File: src/rtl/core/apm_pkg.sv
// Shared types and constants for the ADC pair moving average meter.
package apm_pkg;

   localparam int unsigned CSR_ADDR_BITS = 3;

   // configuration register indexes
   localparam logic [CSR_ADDR_BITS-1:0] REG_WINDOW = 3'd0;
   localparam logic [CSR_ADDR_BITS-1:0] REG_ZERO   = 3'd1;
   localparam logic [CSR_ADDR_BITS-1:0] REG_CGAIN  = 3'd2;
   localparam logic [CSR_ADDR_BITS-1:0] REG_VGAIN  = 3'd3;

   localparam logic [6:0]  RST_WINDOW = 7'd16;
   localparam logic [19:0] RST_CGAIN  = 20'd65536;
   localparam logic [27:0] RST_VGAIN  = 28'd53;

   // control from the sequencer to the serial divider and multiplier
   typedef struct packed {
      logic start_div;
      logic start_mul;
   } ctl_type;

endpackage

File: src/rtl/core/adc_pair_moving_average_meter.sv
// Top level of the ADC pair moving average meter.
//
// Usage: a word on the req_ channel carries one ADC pair for the current
// channel (0) or the voltage channel (1). It is accepted when req_valid is
// high and req_stall is low. Each word gives one rsp_ word with the P, N and
// difference averages of that channel in Q.8 plus the latest current,
// voltage and power values.
// One word at a time: req_stall is high from acceptance until the result
// word is loaded at the output step. The time goes to the ring read and
// update states, three serial divides (one quotient bit a cycle over the
// 27-bit Q.8 sum at defaults), a gain multiply over the 28 gain bits, for
// voltage a power multiply over the 24 voltage bits, and the output step.
// The rings are RAMs whose stale entries are never used: the fill count
// limits use to entries written since the last clear, so reset costs no
// clearing pass. Any csr_ write to a listed register clears sums, indexes,
// fill counts and the latest values.
// When the receiver stalls, the result word holds at rsp_; the next req_
// word is still taken and worked, and waits at the output step until then.
module adc_pair_moving_average_meter #(
   parameter int unsigned MAX_WINDOW  = 64,
   parameter int unsigned SAMPLE_BITS = 12
) (
   input  logic                 clock,
   input  logic                 reset,
   input  logic                 req_valid,
   output logic                 req_stall,
   input  logic                 req_channel,
   input  logic [11:0]          req_raw_pos,
   input  logic [11:0]          req_raw_neg,
   output logic                 rsp_valid,
   input  logic                 rsp_stall,
   output logic                 rsp_channel_out,
   output logic [19:0]          rsp_avg_pos,
   output logic [19:0]          rsp_avg_neg,
   output logic signed [20:0]   rsp_avg_diff,
   output logic signed [25:0]   rsp_current_value,
   output logic [23:0]          rsp_voltage_value,
   output logic signed [47:0]   rsp_power_value,
   input  logic                 csr_valid,
   output logic                 csr_ready,
   input  logic [apm_pkg::CSR_ADDR_BITS-1:0] csr_index,
   input  logic [31:0]          csr_data
);

   localparam int unsigned DB  = SAMPLE_BITS < 12 ? SAMPLE_BITS : 12; // reading bits used
   localparam int unsigned IW  = $clog2(MAX_WINDOW) > 0 ? $clog2(MAX_WINDOW) : 1;
   localparam int unsigned FW  = $clog2(MAX_WINDOW + 1);
   localparam int unsigned SW  = DB + FW;            // running sum width
   localparam int unsigned NW  = SW + 8;             // Q.8 numerator
   localparam int unsigned AW  = 22;                 // signed multiplier operand
   localparam int unsigned MBW = 28;
   localparam int unsigned PW  = AW + MBW + 1;

   localparam logic signed [49:0] POW_MAX = 50'sh0_7FFF_FFFF_FFFF;
   localparam logic signed [49:0] POW_MIN = -50'sh0_8000_0000_0000;

   typedef enum logic [3:0] {
      S_IDLE, S_READ, S_UPDATE, S_DIVP, S_DIVN, S_DIVD,
      S_MULC, S_MULV, S_MULP, S_OUT
   } state_type;

   state_type state_ff;

   // configuration
   logic [6:0]         win_cfg_ff;
   logic signed [20:0] zero_ff;
   logic [19:0]        cgain_ff;
   logic [27:0]        vgain_ff;
   logic               clear;

   // per-channel running state and the latest values
   logic [SW-1:0] psum_ff [2];
   logic [SW-1:0] nsum_ff [2];
   logic [IW-1:0] idx_ff  [2];
   logic [FW-1:0] fill_ff [2];
   logic signed [25:0] cur_ff;
   logic [23:0]        volt_ff;
   logic signed [47:0] pow_ff;

   // item registers
   logic               ch_ff;
   logic [DB-1:0]      p_ff, n_ff;
   logic [IW-1:0]      slot_ff;
   logic [SW-1:0]      ps_ff, ns_ff;
   logic [FW-1:0]      cnt_ff;
   logic               dneg_ff;
   logic [19:0]        ap_ff, an_ff;
   logic signed [20:0] ad_ff;
   logic               rsp_valid_ff;

   // result word registers
   logic               out_ch_ff;
   logic [19:0]        out_ap_ff, out_an_ff;
   logic signed [20:0] out_ad_ff;
   logic signed [25:0] out_cur_ff;
   logic [23:0]        out_volt_ff;
   logic signed [47:0] out_pow_ff;
   logic               out_load;

   // effective window
   logic [FW-1:0] win;
   always_comb begin
      if (win_cfg_ff == 7'd0) begin
         win = FW'(1);
      end else if ({25'd0, win_cfg_ff} > MAX_WINDOW) begin
         win = FW'(MAX_WINDOW);
      end else begin
         win = FW'(win_cfg_ff);
      end
   end

   // ring RAMs, one row per channel
   logic              ram_we;
   logic [IW:0]       ram_addr;
   logic [DB-1:0]     prd, nrd;
   logic [IW-1:0]     idx_cur;
   assign idx_cur  = ({{(32-IW){1'b0}}, idx_ff[req_channel]} >= 32'(win)) ? '0
                     : idx_ff[req_channel];
   assign ram_we   = (state_ff == S_UPDATE);
   assign ram_addr = (state_ff == S_IDLE) ? {req_channel, idx_cur} : {ch_ff, slot_ff};

   apm_ram #(.WIDTH(DB), .DEPTH(2 * (1 << IW))) u_pos_ram (
      .clock(clock), .wr_en(ram_we), .addr(ram_addr), .wr_data(p_ff), .rd_data(prd));
   apm_ram #(.WIDTH(DB), .DEPTH(2 * (1 << IW))) u_neg_ram (
      .clock(clock), .wr_en(ram_we), .addr(ram_addr), .wr_data(n_ff), .rd_data(nrd));

   // shared divider
   apm_pkg::ctl_type ctl;
   logic [NW-1:0] div_num, quot;
   logic          div_done, mul_done;
   logic [SW:0]   dmag;
   assign dmag = ps_ff >= ns_ff ? {1'b0, ps_ff - ns_ff} : {1'b0, ns_ff - ps_ff};
   always_comb begin
      case (state_ff)
         S_DIVP:  div_num = {ps_ff, 8'd0};
         S_DIVN:  div_num = {ns_ff, 8'd0};
         default: div_num = {dmag[SW-1:0], 8'd0};
      endcase
   end
   apm_div #(.NW(NW), .DW(FW)) u_div (
      .clock(clock), .reset(reset), .start(ctl.start_div), .numer(div_num),
      .denom(cnt_ff), .done(div_done), .quot(quot));

   // shared multiplier
   logic signed [AW-1:0]  mul_a;
   logic [MBW-1:0]        mul_b;
   logic signed [PW-1:0]  prod;
   always_comb begin
      case (state_ff)
         S_MULC: begin
            mul_a = AW'(ad_ff) - AW'(zero_ff);
            mul_b = MBW'(cgain_ff);
         end
         S_MULV: begin
            mul_a = ad_ff > 0 ? AW'(ad_ff) : '0;
            mul_b = vgain_ff;
         end
         default: begin
            mul_a = cur_ff[AW-1:0];
            mul_b = MBW'(volt_ff);
         end
      endcase
   end
   apm_mul #(.AW(AW), .BW(MBW)) u_mul (
      .clock(clock), .reset(reset), .start(ctl.start_mul), .a(mul_a), .b(mul_b),
      .done(mul_done), .prod(prod));

   // gain product back to Q.8, rounding toward minus infinity
   logic signed [49:0] pow_full;
   logic signed [PW-1:0] shr;
   assign shr = prod >>> 16;

   // sequencer starts
   logic start_flag_ff;
   assign ctl.start_div = start_flag_ff &&
      (state_ff == S_DIVP || state_ff == S_DIVN || state_ff == S_DIVD);
   assign ctl.start_mul = start_flag_ff &&
      (state_ff == S_MULC || state_ff == S_MULV || state_ff == S_MULP);

   assign req_stall = (state_ff != S_IDLE);
   assign csr_ready = 1'b1;
   assign clear     = csr_valid && (csr_index <= apm_pkg::REG_VGAIN);
   assign out_load  = (state_ff == S_OUT) && (!rsp_valid_ff || !rsp_stall);

   // power multiplier: voltage bits against the shifted current
   logic signed [49:0] pc_a_ff;
   logic signed [49:0] pacc_ff;
   logic [4:0]         pcnt_ff;
   logic [23:0]        pb_ff;
   assign pow_full = pacc_ff;

   always_ff @(posedge clock) begin
      if (reset) begin
         state_ff      <= S_IDLE;
         rsp_valid_ff  <= 1'b0;
         start_flag_ff <= 1'b0;
         win_cfg_ff    <= apm_pkg::RST_WINDOW;
         zero_ff       <= '0;
         cgain_ff      <= apm_pkg::RST_CGAIN;
         vgain_ff      <= apm_pkg::RST_VGAIN;
         for (int c = 0; c < 2; c++) begin
            psum_ff[c] <= '0;
            nsum_ff[c] <= '0;
            idx_ff[c]  <= '0;
            fill_ff[c] <= '0;
         end
         cur_ff  <= '0;
         volt_ff <= '0;
         pow_ff  <= '0;
         pcnt_ff <= '0;
      end else begin
         start_flag_ff <= 1'b0;
         if (out_load) begin
            rsp_valid_ff <= 1'b1;
         end else if (rsp_valid_ff && !rsp_stall) begin
            rsp_valid_ff <= 1'b0;
         end
         if (csr_valid) begin
            case (csr_index)
               apm_pkg::REG_WINDOW: win_cfg_ff <= csr_data[6:0];
               apm_pkg::REG_ZERO:   zero_ff    <= csr_data[20:0];
               apm_pkg::REG_CGAIN:  cgain_ff   <= csr_data[19:0];
               apm_pkg::REG_VGAIN:  vgain_ff   <= csr_data[27:0];
               default: ;
            endcase
            if (clear) begin
               for (int c = 0; c < 2; c++) begin
                  psum_ff[c] <= '0;
                  nsum_ff[c] <= '0;
                  idx_ff[c]  <= '0;
                  fill_ff[c] <= '0;
               end
               cur_ff  <= '0;
               volt_ff <= '0;
               pow_ff  <= '0;
            end
         end
         case (state_ff)
            S_IDLE: begin
               if (req_valid && !req_stall) begin
                  ch_ff    <= req_channel;
                  p_ff     <= req_raw_pos[DB-1:0];
                  n_ff     <= req_raw_neg[DB-1:0];
                  slot_ff  <= idx_cur;
                  state_ff <= S_READ;
               end
            end
            S_READ: state_ff <= S_UPDATE;
            S_UPDATE: begin
               // drop the oldest sample once the ring is full
               logic [SW-1:0] ps, ns;
               logic [FW-1:0] fc;
               ps = psum_ff[ch_ff];
               ns = nsum_ff[ch_ff];
               fc = fill_ff[ch_ff];
               if (fc < win) begin
                  fc = fc + FW'(1);
               end else begin
                  ps = ps - SW'(prd);
                  ns = ns - SW'(nrd);
               end
               ps = ps + SW'(p_ff);
               ns = ns + SW'(n_ff);
               psum_ff[ch_ff] <= ps;
               nsum_ff[ch_ff] <= ns;
               fill_ff[ch_ff] <= fc;
               idx_ff[ch_ff]  <= (32'(slot_ff) + 32'd1 >= 32'(win)) ? '0 : slot_ff + IW'(1);
               ps_ff   <= ps;
               ns_ff   <= ns;
               cnt_ff  <= fc;
               dneg_ff <= ns > ps;
               state_ff      <= S_DIVP;
               start_flag_ff <= 1'b1;
            end
            S_DIVP: begin
               if (div_done) begin
                  ap_ff         <= quot[19:0];
                  state_ff      <= S_DIVN;
                  start_flag_ff <= 1'b1;
               end
            end
            S_DIVN: begin
               if (div_done) begin
                  an_ff         <= quot[19:0];
                  state_ff      <= S_DIVD;
                  start_flag_ff <= 1'b1;
               end
            end
            S_DIVD: begin
               if (div_done) begin
                  ad_ff         <= dneg_ff ? -$signed(quot[20:0]) : $signed(quot[20:0]);
                  state_ff      <= ch_ff ? S_MULV : S_MULC;
                  start_flag_ff <= 1'b1;
               end
            end
            S_MULC: begin
               if (mul_done) begin
                  // arithmetic shift floors; then saturate to 26 bits
                  if (shr > $signed(PW'(33554431))) begin
                     cur_ff <= 26'sh1FFFFFF;
                  end else if (shr < -$signed(PW'(33554432))) begin
                     cur_ff <= -26'sh2000000;
                  end else begin
                     cur_ff <= shr[25:0];
                  end
                  state_ff <= S_OUT;
               end
            end
            S_MULV: begin
               if (mul_done) begin
                  logic [23:0] v;
                  v = (shr > $signed(PW'(16777215))) ? 24'hFFFFFF : shr[23:0];
                  volt_ff  <= v;
                  pc_a_ff  <= 50'(cur_ff);
                  pb_ff    <= v;
                  pacc_ff  <= '0;
                  pcnt_ff  <= 5'd24;
                  state_ff <= S_MULP;
               end
            end
            S_MULP: begin
               // voltage bit-serial against the full 26-bit current
               if (pcnt_ff != 5'd0) begin
                  if (pb_ff[0]) begin
                     pacc_ff <= pacc_ff + pc_a_ff;
                  end
                  pc_a_ff <= pc_a_ff <<< 1;
                  pb_ff   <= pb_ff >> 1;
                  pcnt_ff <= pcnt_ff - 5'd1;
               end else begin
                  // saturate to 48 bits signed
                  if (pow_full > POW_MAX) begin
                     pow_ff <= POW_MAX[47:0];
                  end else if (pow_full < POW_MIN) begin
                     pow_ff <= POW_MIN[47:0];
                  end else begin
                     pow_ff <= pow_full[47:0];
                  end
                  state_ff <= S_OUT;
               end
            end
            S_OUT: begin
               // wait here while the previous word is still held
               if (out_load) begin
                  out_ch_ff   <= ch_ff;
                  out_ap_ff   <= ap_ff;
                  out_an_ff   <= an_ff;
                  out_ad_ff   <= ad_ff;
                  out_cur_ff  <= cur_ff;
                  out_volt_ff <= volt_ff;
                  out_pow_ff  <= pow_ff;
                  state_ff    <= S_IDLE;
               end
            end
            default: state_ff <= S_IDLE;
         endcase
      end
   end

   assign rsp_valid         = rsp_valid_ff;
   assign rsp_channel_out   = out_ch_ff;
   assign rsp_avg_pos       = out_ap_ff;
   assign rsp_avg_neg       = out_an_ff;
   assign rsp_avg_diff      = out_ad_ff;
   assign rsp_current_value = out_cur_ff;
   assign rsp_voltage_value = out_volt_ff;
   assign rsp_power_value   = out_pow_ff;

   // a stalled result word holds
   assert property (@(posedge clock) disable iff (reset)
      rsp_valid && rsp_stall |=> rsp_valid && $stable(rsp_avg_diff) &&
      $stable(rsp_power_value)) else $error("stalled result changed");
   // divider and multiplier are never started together
   assert property (@(posedge clock) disable iff (reset)
      !(ctl.start_div && ctl.start_mul)) else $error("shared units started together");
   // a result appears only after the output step
   assert property (@(posedge clock) disable iff (reset)
      $rose(rsp_valid) |-> $past(state_ff == S_OUT)) else $error("stray result");

endmodule

File: src/rtl/core/apm_ram.sv
// Generic single-port RAM with registered read.
module apm_ram #(
   parameter int unsigned WIDTH = 12,
   parameter int unsigned DEPTH = 128
) (
   input  logic                     clock,
   input  logic                     wr_en,
   input  logic [$clog2(DEPTH)-1:0] addr,
   input  logic [WIDTH-1:0]         wr_data,
   output logic [WIDTH-1:0]         rd_data
);

   logic [WIDTH-1:0] mem_ff [DEPTH];
   logic [WIDTH-1:0] rd_ff;

   always_ff @(posedge clock) begin
      if (wr_en) begin
         mem_ff[addr] <= wr_data;
      end
      rd_ff <= mem_ff[addr];
   end

   assign rd_data = rd_ff;

endmodule

File: src/rtl/core/apm_div.sv
// Restoring divider, one quotient bit per cycle.
module apm_div #(
   parameter int unsigned NW = 32,
   parameter int unsigned DW = 7
) (
   input  logic          clock,
   input  logic          reset,
   input  logic          start,
   input  logic [NW-1:0] numer,
   input  logic [DW-1:0] denom,
   output logic          done,
   output logic [NW-1:0] quot
);

   localparam int unsigned CW = $clog2(NW + 1);

   logic [NW-1:0] q_ff, q_in;
   logic [DW:0]   r_ff, r_in;
   logic [DW-1:0] d_ff;
   logic [CW-1:0] cnt_ff, cnt_in;
   logic          busy_ff, busy_in, done_ff, done_in;
   logic [DW:0]   trial;
   logic [DW+1:0] diff;

   // shift one numerator bit into the remainder and try a subtract
   always_comb begin
      trial   = {r_ff[DW-1:0], q_ff[NW-1]};
      diff    = {1'b0, trial} - {2'b0, d_ff};
      q_in    = q_ff;
      r_in    = r_ff;
      cnt_in  = cnt_ff;
      busy_in = busy_ff;
      done_in = 1'b0;
      if (start) begin
         q_in    = numer;
         r_in    = '0;
         cnt_in  = CW'(NW);
         busy_in = 1'b1;
      end else if (busy_ff) begin
         if (diff[DW+1]) begin
            r_in = trial;
            q_in = {q_ff[NW-2:0], 1'b0};
         end else begin
            r_in = diff[DW:0];
            q_in = {q_ff[NW-2:0], 1'b1};
         end
         cnt_in = cnt_ff - CW'(1);
         if (cnt_ff == CW'(1)) begin
            busy_in = 1'b0;
            done_in = 1'b1;
         end
      end
   end

   always_ff @(posedge clock) begin
      q_ff <= q_in;
      r_ff <= r_in;
      if (start) begin
         d_ff <= denom;
      end
      if (reset) begin
         cnt_ff  <= '0;
         busy_ff <= 1'b0;
         done_ff <= 1'b0;
      end else begin
         cnt_ff  <= cnt_in;
         busy_ff <= busy_in;
         done_ff <= done_in;
      end
   end

   assign done = done_ff;
   assign quot = q_ff;

endmodule

File: src/rtl/core/apm_mul.sv
// Shift-add multiplier, one multiplier bit per cycle, signed a, unsigned b.
module apm_mul #(
   parameter int unsigned AW = 32,
   parameter int unsigned BW = 28
) (
   input  logic                  clock,
   input  logic                  reset,
   input  logic                  start,
   input  logic signed [AW-1:0]  a,
   input  logic        [BW-1:0]  b,
   output logic                  done,
   output logic signed [AW+BW:0] prod
);

   localparam int unsigned CW = $clog2(BW + 1);

   logic signed [AW+BW:0] acc_ff, acc_in, a_ff, a_in;
   logic [BW-1:0]         b_ff, b_in;
   logic [CW-1:0]         cnt_ff, cnt_in;
   logic                  busy_ff, busy_in, done_ff, done_in;

   // add the shifted multiplicand for each set bit of the unsigned factor
   always_comb begin
      acc_in  = acc_ff;
      a_in    = a_ff;
      b_in    = b_ff;
      cnt_in  = cnt_ff;
      busy_in = busy_ff;
      done_in = 1'b0;
      if (start) begin
         acc_in  = '0;
         a_in    = (AW+BW+1)'(a);
         b_in    = b;
         cnt_in  = CW'(BW);
         busy_in = 1'b1;
      end else if (busy_ff) begin
         if (b_ff[0]) begin
            acc_in = acc_ff + a_ff;
         end
         a_in   = a_ff <<< 1;
         b_in   = b_ff >> 1;
         cnt_in = cnt_ff - CW'(1);
         if (cnt_ff == CW'(1)) begin
            busy_in = 1'b0;
            done_in = 1'b1;
         end
      end
   end

   always_ff @(posedge clock) begin
      acc_ff <= acc_in;
      a_ff   <= a_in;
      b_ff   <= b_in;
      if (reset) begin
         cnt_ff  <= '0;
         busy_ff <= 1'b0;
         done_ff <= 1'b0;
      end else begin
         cnt_ff  <= cnt_in;
         busy_ff <= busy_in;
         done_ff <= done_in;
      end
   end

   assign done = done_ff;
   assign prod = acc_ff;

endmodule
File: config.mk
export PLATFORM = sky130hd
export DESIGN_NAME = adc_pair_moving_average_meter
export DESIGN_NICKNAME = d
export VERILOG_FILES = /design/src/rtl/core/apm_pkg.sv /design/src/rtl/core/adc_pair_moving_average_meter.sv /design/src/rtl/core/apm_ram.sv /design/src/rtl/core/apm_div.sv /design/src/rtl/core/apm_mul.sv
export SDC_FILE = /design/constraint.sdc
export NUM_CORES = 2
export LEC_CHECK = 0
export BUFFER_PORTS_ARGS = -buffer_cell sky130_fd_sc_hd__buf_2
export CAP_MARGIN = 10
export CELL_PAD_IN_SITES_DETAIL_PLACEMENT = 0
export CELL_PAD_IN_SITES_GLOBAL_PLACEMENT = 1
export CORE_MARGIN = 8
export CORE_UTILIZATION = 30
export CTS_CLUSTER_DIAMETER = 120
export CTS_CLUSTER_SIZE = 30
export DETAILED_ROUTE_END_ITERATION = 8
export PLACE_DENSITY = 0.54
export SETUP_SLACK_MARGIN = 0.02
export SYNTH_ARGS = -nofsm -noshare
export SYNTH_HDL_FRONTEND = slang
export SYNTH_HIERARCHICAL = 1
export SYNTH_SLANG_ARGS = --single-unit
File: constraint.sdc
create_clock -name clock -period 18.7 [get_ports clock]
set_input_delay 0 -clock clock [delete_from_list [all_inputs] [get_ports clock]]
set_output_delay 0 -clock clock [all_outputs]
set_load 0.02 [all_outputs]
After elaboration in Yosys (flattened, before gate mapping) --
Memory sizes are Yosys's and may differ from the RTL's. A register that Yosys moved wholly into a read port is not among the register bits. Index checks and enable logic that the tools add are counted.
Word-level totals: memories 6, logic and storage cells 265, bits of input ports 65, output and inout bits 163, register bits after elaboration 792, memory bits (writable) 3174
Memory list:
- u_neg_ram.mem_ff | depth 128, width 12, rd ports 1, clocked after memory_dff 1, write ports 1, line apm_ram.sv:13 | logic [WIDTH-1:0] mem_ff [DEPTH];
- u_pos_ram.mem_ff | depth 128, width 12, rd ports 1, clocked after memory_dff 1, write ports 1, line apm_ram.sv:13
- nsum_ff | depth 2, width 19, rd ports 1, clocked after memory_dff 1, write ports 3, line adc_pair_moving_average_meter.sv:73 | logic [SW-1:0] nsum_ff [2];
- psum_ff | depth 2, width 19, rd ports 1, clocked after memory_dff 1, write ports 3, line adc_pair_moving_average_meter.sv:72 | logic [SW-1:0] psum_ff [2];
- fill_ff | depth 2, width 7, rd ports 1, clocked after memory_dff 1, write ports 3, line adc_pair_moving_average_meter.sv:75 | logic [FW-1:0] fill_ff [2];
- idx_ff | depth 2, width 6, rd ports 1, clocked after memory_dff 0, write ports 3, line adc_pair_moving_average_meter.sv:74 | logic [IW-1:0] idx_ff [2];
Cells by class: bitwise logic cells 11, muxes and demuxes 105, $add $sub $neg 17, reduce and logical (&&, ||, !) cells 43, equal/unequal tests 24, magnitude comparators 13
Operators by type and width (number):
- two-way mux 48 bit | 6
- two-way mux 50 bit | 5
- two-way mux 19 bit | 11
- case mux 50 bit (2 select lines) | 2
- two-way mux 24 bit | 7
- two-way mux 26 bit | 6
- two-way mux 51 bit | 2
- two-way mux 7 bit | 9
- two-way mux 28 bit | 2
- case mux 28 bit (2 select lines) | 1
- two-way mux 27 bit | 2
- case mux 27 bit (2 select lines) | 1
- adder 51 bit | 1
- adder 50 bit | 1
- greater-than comparator 50 x 48 -> 1 bit, second input constant | 1
- less-than comparator 50 x 48 -> 1 bit, second input constant | 1
- case mux 24 bit (2 select lines) | 1
- case mux 22 bit (2 select lines) | 1
- case mux 4 bit (10 select lines) | 1
- adder 19 x 12 -> 19 bit | 2
- subtractor 19 x 12 -> 19 bit | 2
- subtractor 19 bit | 2
- greater-than comparator 35 x 25 -> 1 bit, second input constant | 1
- greater-than comparator 35 x 26 -> 1 bit, second input constant | 1
- other kinds (51) | 144

Longest topological paths before layout --
depth in word-level cells 9, mapped depth 35, mapped depth without buffers 29

Cells and area by module --
The synthesis kept the hierarchy.
Modules (own cells, without submodules):
- apm_ram (u_neg_ram) | times used 1, area each 59782.3 um^2, cells each 3464, sequential area each 46364.5 um^2
- apm_ram (u_pos_ram) | times used 1, area each 59776.1 um^2, cells each 3464, sequential area each 46364.5 um^2
- adc_pair_moving_average_meter | times used 1, area each 36098.4 um^2, cells each 3544, sequential area each 19458.7 um^2
- apm_mul | times used 1, area each 8369.3 um^2, cells each 885, sequential area each 3533.4 um^2
- apm_div | times used 1, area each 2282.2 um^2, cells each 176, sequential area each 1301.2 um^2

Least setup slack after synthesis --
No wires, ideal clock.
path kind register -> register, from register state_ff[0], to register out_ad_ff[0], in the netlist rsp_avg_diff[0] (enable), data required time 17.791 ns, stages on the path, launching flop included 4, setup time 0.909 ns, arrival time 12.393 ns, path slack 5.398 ns, period minus slack after synthesis 13.302 ns, path buffers 1, cell sequence dfxtp_1 > clkbuf_1 > nand3_1 > nor3b_1
Between the ends: cells in the longest elaborated chain, start to end 3
Ends and longest elaborated chain:
- start: declaration | line adc_pair_moving_average_meter.sv:62 | state_type state_ff;
- start signal: assignment | line adc_pair_moving_average_meter.sv:292 | state_ff <= ch_ff ? S_MULV : S_MULC;
- == test 4 bit * | line adc_pair_moving_average_meter.sv:183, adc_pair_moving_average_meter.sv:238
- logical AND 1 bit | line adc_pair_moving_average_meter.sv:183 | assign out_load = (state_ff == S_OUT) && (!rsp_valid_ff || !rsp_stall);
- AND reduction 3 bit (no line) *
- end signal: assignment | line adc_pair_moving_average_meter.sv:348 | out_ad_ff <= ad_ff;
- end: declaration | line adc_pair_moving_average_meter.sv:94 | logic signed [20:0] out_ad_ff;
Every way passes the cells marked *; elsewhere a longest branch is shown, timed or not. A chain may end at the register's enable or synchronous reset.

Final worst setup path --
from register win_cfg_ff[1], to memory u_pos_ram.mem_ff[111][8] (enable)
Between the ends: cells in the longest elaborated chain, start to end 6, elaborated cells on any way between the ends 7, those cells by class 2 x order compare; 4 x mux; 1 x reduce/logical
Ends and longest elaborated chain:
- start: declaration | line adc_pair_moving_average_meter.sv:65 | logic [6:0] win_cfg_ff;
- start signal: assignment | line adc_pair_moving_average_meter.sv:197 | win_cfg_ff <= apm_pkg::RST_WINDOW;
- start signal: assignment | line adc_pair_moving_average_meter.sv:220 | apm_pkg::REG_WINDOW: win_cfg_ff <= csr_data[6:0];
- greater-than comparator 7 bit | line adc_pair_moving_average_meter.sv:105 | end else if ({25'd0, win_cfg_ff} > MAX_WINDOW) begin
- two-way mux 7 bit | line adc_pair_moving_average_meter.sv:105
- two-way mux 7 bit * | line adc_pair_moving_average_meter.sv:103 | if (win_cfg_ff == 7'd0) begin
- >= comparator 6 x 7 -> 1 bit * | line adc_pair_moving_average_meter.sv:117 | assign idx_cur = ({{(32-IW){1'b0}}, idx_ff[req_channel]} >= 32'(win)) ? '0
- two-way mux 6 bit * | line adc_pair_moving_average_meter.sv:117
- two-way mux 7 bit * | line adc_pair_moving_average_meter.sv:120 | assign ram_addr = (state_ff == S_IDLE) ? {req_channel, idx_cur} : {ch_ff, slot_ff};
- named net ram_addr[2] | line adc_pair_moving_average_meter.sv:114 | logic [IW:0] ram_addr;
- end: declaration | line apm_ram.sv:13
Mark *: on every way through the listed nets, which the timed path passes. The rest lies on a longest branch.

==> run metrics <==
synthesized area divided by synthesized cell count 14.4 µm²; number of clock sinks seen by CTS 3991; cells along the critical path or4_1 -> o21bai_1 -> and2_1 -> ha_1 -> nand2b_1 -> a21o_1 -> a21oi_1 -> nor2b_1 -> o21ai_0 -> nand2b_1 -> a21oi_1 -> nor2_1 -> buf_4 -> o31ai_4 -> buf_4 -> buf_4 -> buf_4 -> and3_1 -> nand2_2 -> nor2_1; largest net degree at the start of global routing 161; count of different cell masters after synthesis 113; Routed WL 549000 µm; RSZ-0062 raised after global routing no; Setup-failing EPs final 0; FF+latch count, synth 3991; combined area of all synthesized cells 166000 µm²; most frequent cells in the layout edfxtp_1, nor2_1, nand2_1; Buf+Inv Stages, Crit Path 4; TritonCTS buffer count 163; TritonCTS clock tree done; total routing resource utilization after global routing 0.180; area share of and/or/nand/nor cells after synthesis 0.0627; number of buffers inserted by post-CTS setup repair 0; area post-placement 178000 µm²; synthesized-area fraction occupied by adder cells 0.0209; cells on worst reg2reg path 20; vias in the first global route 101000; number of cells on the critical path 20; critical path type reg2reg; largest voltage drop on the vdd net 0.0725 mV; proportion of synthesized area in mux cells 0.0490; Post-Layout Inst Area 184000 µm²; H-tree depth 4; areal power density over the cells 109 nW/µm²; residual antenna-violating net count after detailed routing 0; placeable core region 552000 µm²; global placer's final weighted congestion 0.857; initial antenna violation count 27; element type at the critical path end flip-flop; Die Y-Extent 761 µm; Top-Level Pins 228; max-slew violation count 0; highest fanout seen on the critical path 39; Setup crit start kind flip-flop; reported leakage power 58.9 nW; Top delay family on crit path simple AND/OR/NAND/NOR gates; # rows 273; maximum cell stage delay along the critical path 1130 ps; GR Overflow Total 0; compound-cell area share of the yosys netlist 0.127; slack of the worst reg-to-reg path 10370 ps; Max Buffers Root-to-Sink 4; Hold Crit Depth 2; final worst-path cycle share 0.445; P&R area growth vs syn 10.5%; effective utilization at floorplan 0.301; ratio of cells with drive above 1 in the final layout 0.127; CTS root buf clkbuf_16; clock period minus final worst setup slack 8330 ps; sequential-to-total area share from yosys stat 0.704; cell at the slowest stage of the critical path nor2_1; status finished clean; main combinational cell family by area after synthesis compound AO/OA/AOI/OAI gates; count of endpoints failing hold in the final timing report 0; post-layout net count 12100; routed len/inst 28.6 µm; gate count of the mapped netlist 11500; via total after detailed routing 104000; worst clock skew 52.1 ps; number of violations of the max-capacitance limit 0; clock transition at the registers of the reported paths 120 ps; DR iter-0 viols 11000; Synth Area in XOR/XNOR 0.0105; count of flip-flops with a built-in enable after synthesis 3709; type of the tightest min-delay check in2reg; first-pass iteration count of the detailed router 8; HPWL Detailed 351000 µm; commonest non-fill, non-tap cell in the layout edfxtp_1; DRC Markers 0; Top FF cell, synth edfxtp_1; insertion delay of the later-clocked pin in the worst-skew pair 940 ps; input/output buffers 222; async set-reset flop share out of synthesis 0; maximum frequency from static timing analysis 0.120 GHz; Chip Width 761 µm; Syn. warnings 6; setup total negative slack 0 ps; library cell appearing most often on the critical path buf_4; required time at the worst-slack endpoint 19240 ps; average vias per placed instance 5.42; floorplan die area 578000 µm²; wire length of the first global-routing pass 773000 µm; worst-case headroom to the max-slew limit 0.101; Worst-Margin Slew 1340 ps; WP data arrival 8870 ps
-- timing repair --
action	CTS	global route
hold buffers	126	0
endpoints found under the hold margin	251	0
gates resized for setup	0	0
-- kinds of logic (layout without fill, tap and decap cells) --
kind of cell,Yosys count,after routing
DFF,3991,3991
AOI/OAI and AO/OA,3032,3032
and+or+nand+nor,2352,2352
buffers and inverters,1007,1366
muxes,677,677
adders and majority gates,272,272
xor gates and xnor gates,200,200
other,2,16
-- metrics by stage --
step | hold WS, ps | worst slack [ps] | cells | power (mW) | util
global route | 97.7 | 10070 | 19200 | 20.8 | 0.333
finish | 172 | 10370 | 19200 | 20.1 | 0.333
floorplan | 69.1 | 5400 | 11500 | 13.4 | -
global placement | 176 | 10240 | 18800 | 15.7 | 0.321
CTS | 43.3 | 10150 | 19200 | 20.3 | 0.333
detailed placement | 178 | 10280 | 18800 | 15.7 | 0.322
-- state kept, by name, summed over array words and instances, names as in the netlist, 38 cells and up, named ones only --
signal and flops:
rsp_power_value 48, u_neg_ram/mem_ff 1536, nsum_ff 38, pacc_ff 50, u_pos_ram/mem_ff 1536, psum_ff 38
u_mul/prod 51, pow_ff 48, pc_a_ff 50, u_mul/a_ff 51
-- per-layer routing --
layer  track usage  routed length, µm  vias up
li1              -                  -    45400
met2         0.295             255000     3789
met5      0.000744                118        -
met4        0.0447              14800       12
met3        0.0260              37100      543
met1         0.252             242000    54300
-- synthesized netlist by cell type, types with 65 or more instances --
master,instances,area [µm²]
buf_2,225,1130
o21ai_0,528,2640
o221ai_1,65,569
clkbuf_1,392,1470
a21o_1,120,901
nor2_1,900,3380
xnor2_1,120,1050
ha_1,262,3280
nand2_1,813,3050
mux2i_1,209,2090
inv_1,260,976
mux2_2,372,4190
nor2b_1,101,632
mux4_2,70,1580
o22ai_1,118,738
nor3_1,118,591
a22oi_1,328,2460
dfxtp_1,282,5650
nand3_1,84,420
xor2_1,80,701
a21oi_1,635,3180
a221oi_1,644,5640
edfxtp_1,3709,111000
-- worst paths after layout --
check / from / endpoint
setup / recovery: win_cfg_ff[1] / u_pos_ram/mem_ff[111][8]
hold / removal: req_channel / ch_ff
setup reg to reg: win_cfg_ff[1] / u_pos_ram/mem_ff[111][8]
hold reg to reg: ap_ff[2] / rsp_avg_pos[2]
-- cell type report --
cell class,count,area (µm²)
fillers,53500,368000
flip-flops and latches,3991,117000
multi-input cells,6542,45500
well taps,7287,9120
repair buffers,836,6320
clock buffers,233,4460
inverters,271,1030
clock inverters,26,390
diodes,7,17.5
-- worst reg2reg max path, cell delays in order (launching register included) --
cell and delay (ps):
dfxtp_1 350, or4_1 530, o21bai_1 230, and2_1 200, ha_1 240, nand2b_1 140
a21o_1 180, a21oi_1 160, nor2b_1 60, o21ai_0 140, nand2b_1 70, a21oi_1 180
nor2_1 60, buf_4 210, o31ai_4 650, buf_4 600, buf_4 570, buf_4 700
and3_1 790, nand2_2 750, nor2_1 1130
-- where the power goes --
part	total [mW]	internal, mW	switching, mW
clock	4.55	1.74	2.81
sequential	10.0	9.91	0.0990
combinational	5.56	1.65	3.91
Note: power is estimated with default switching activity, not from simulation.
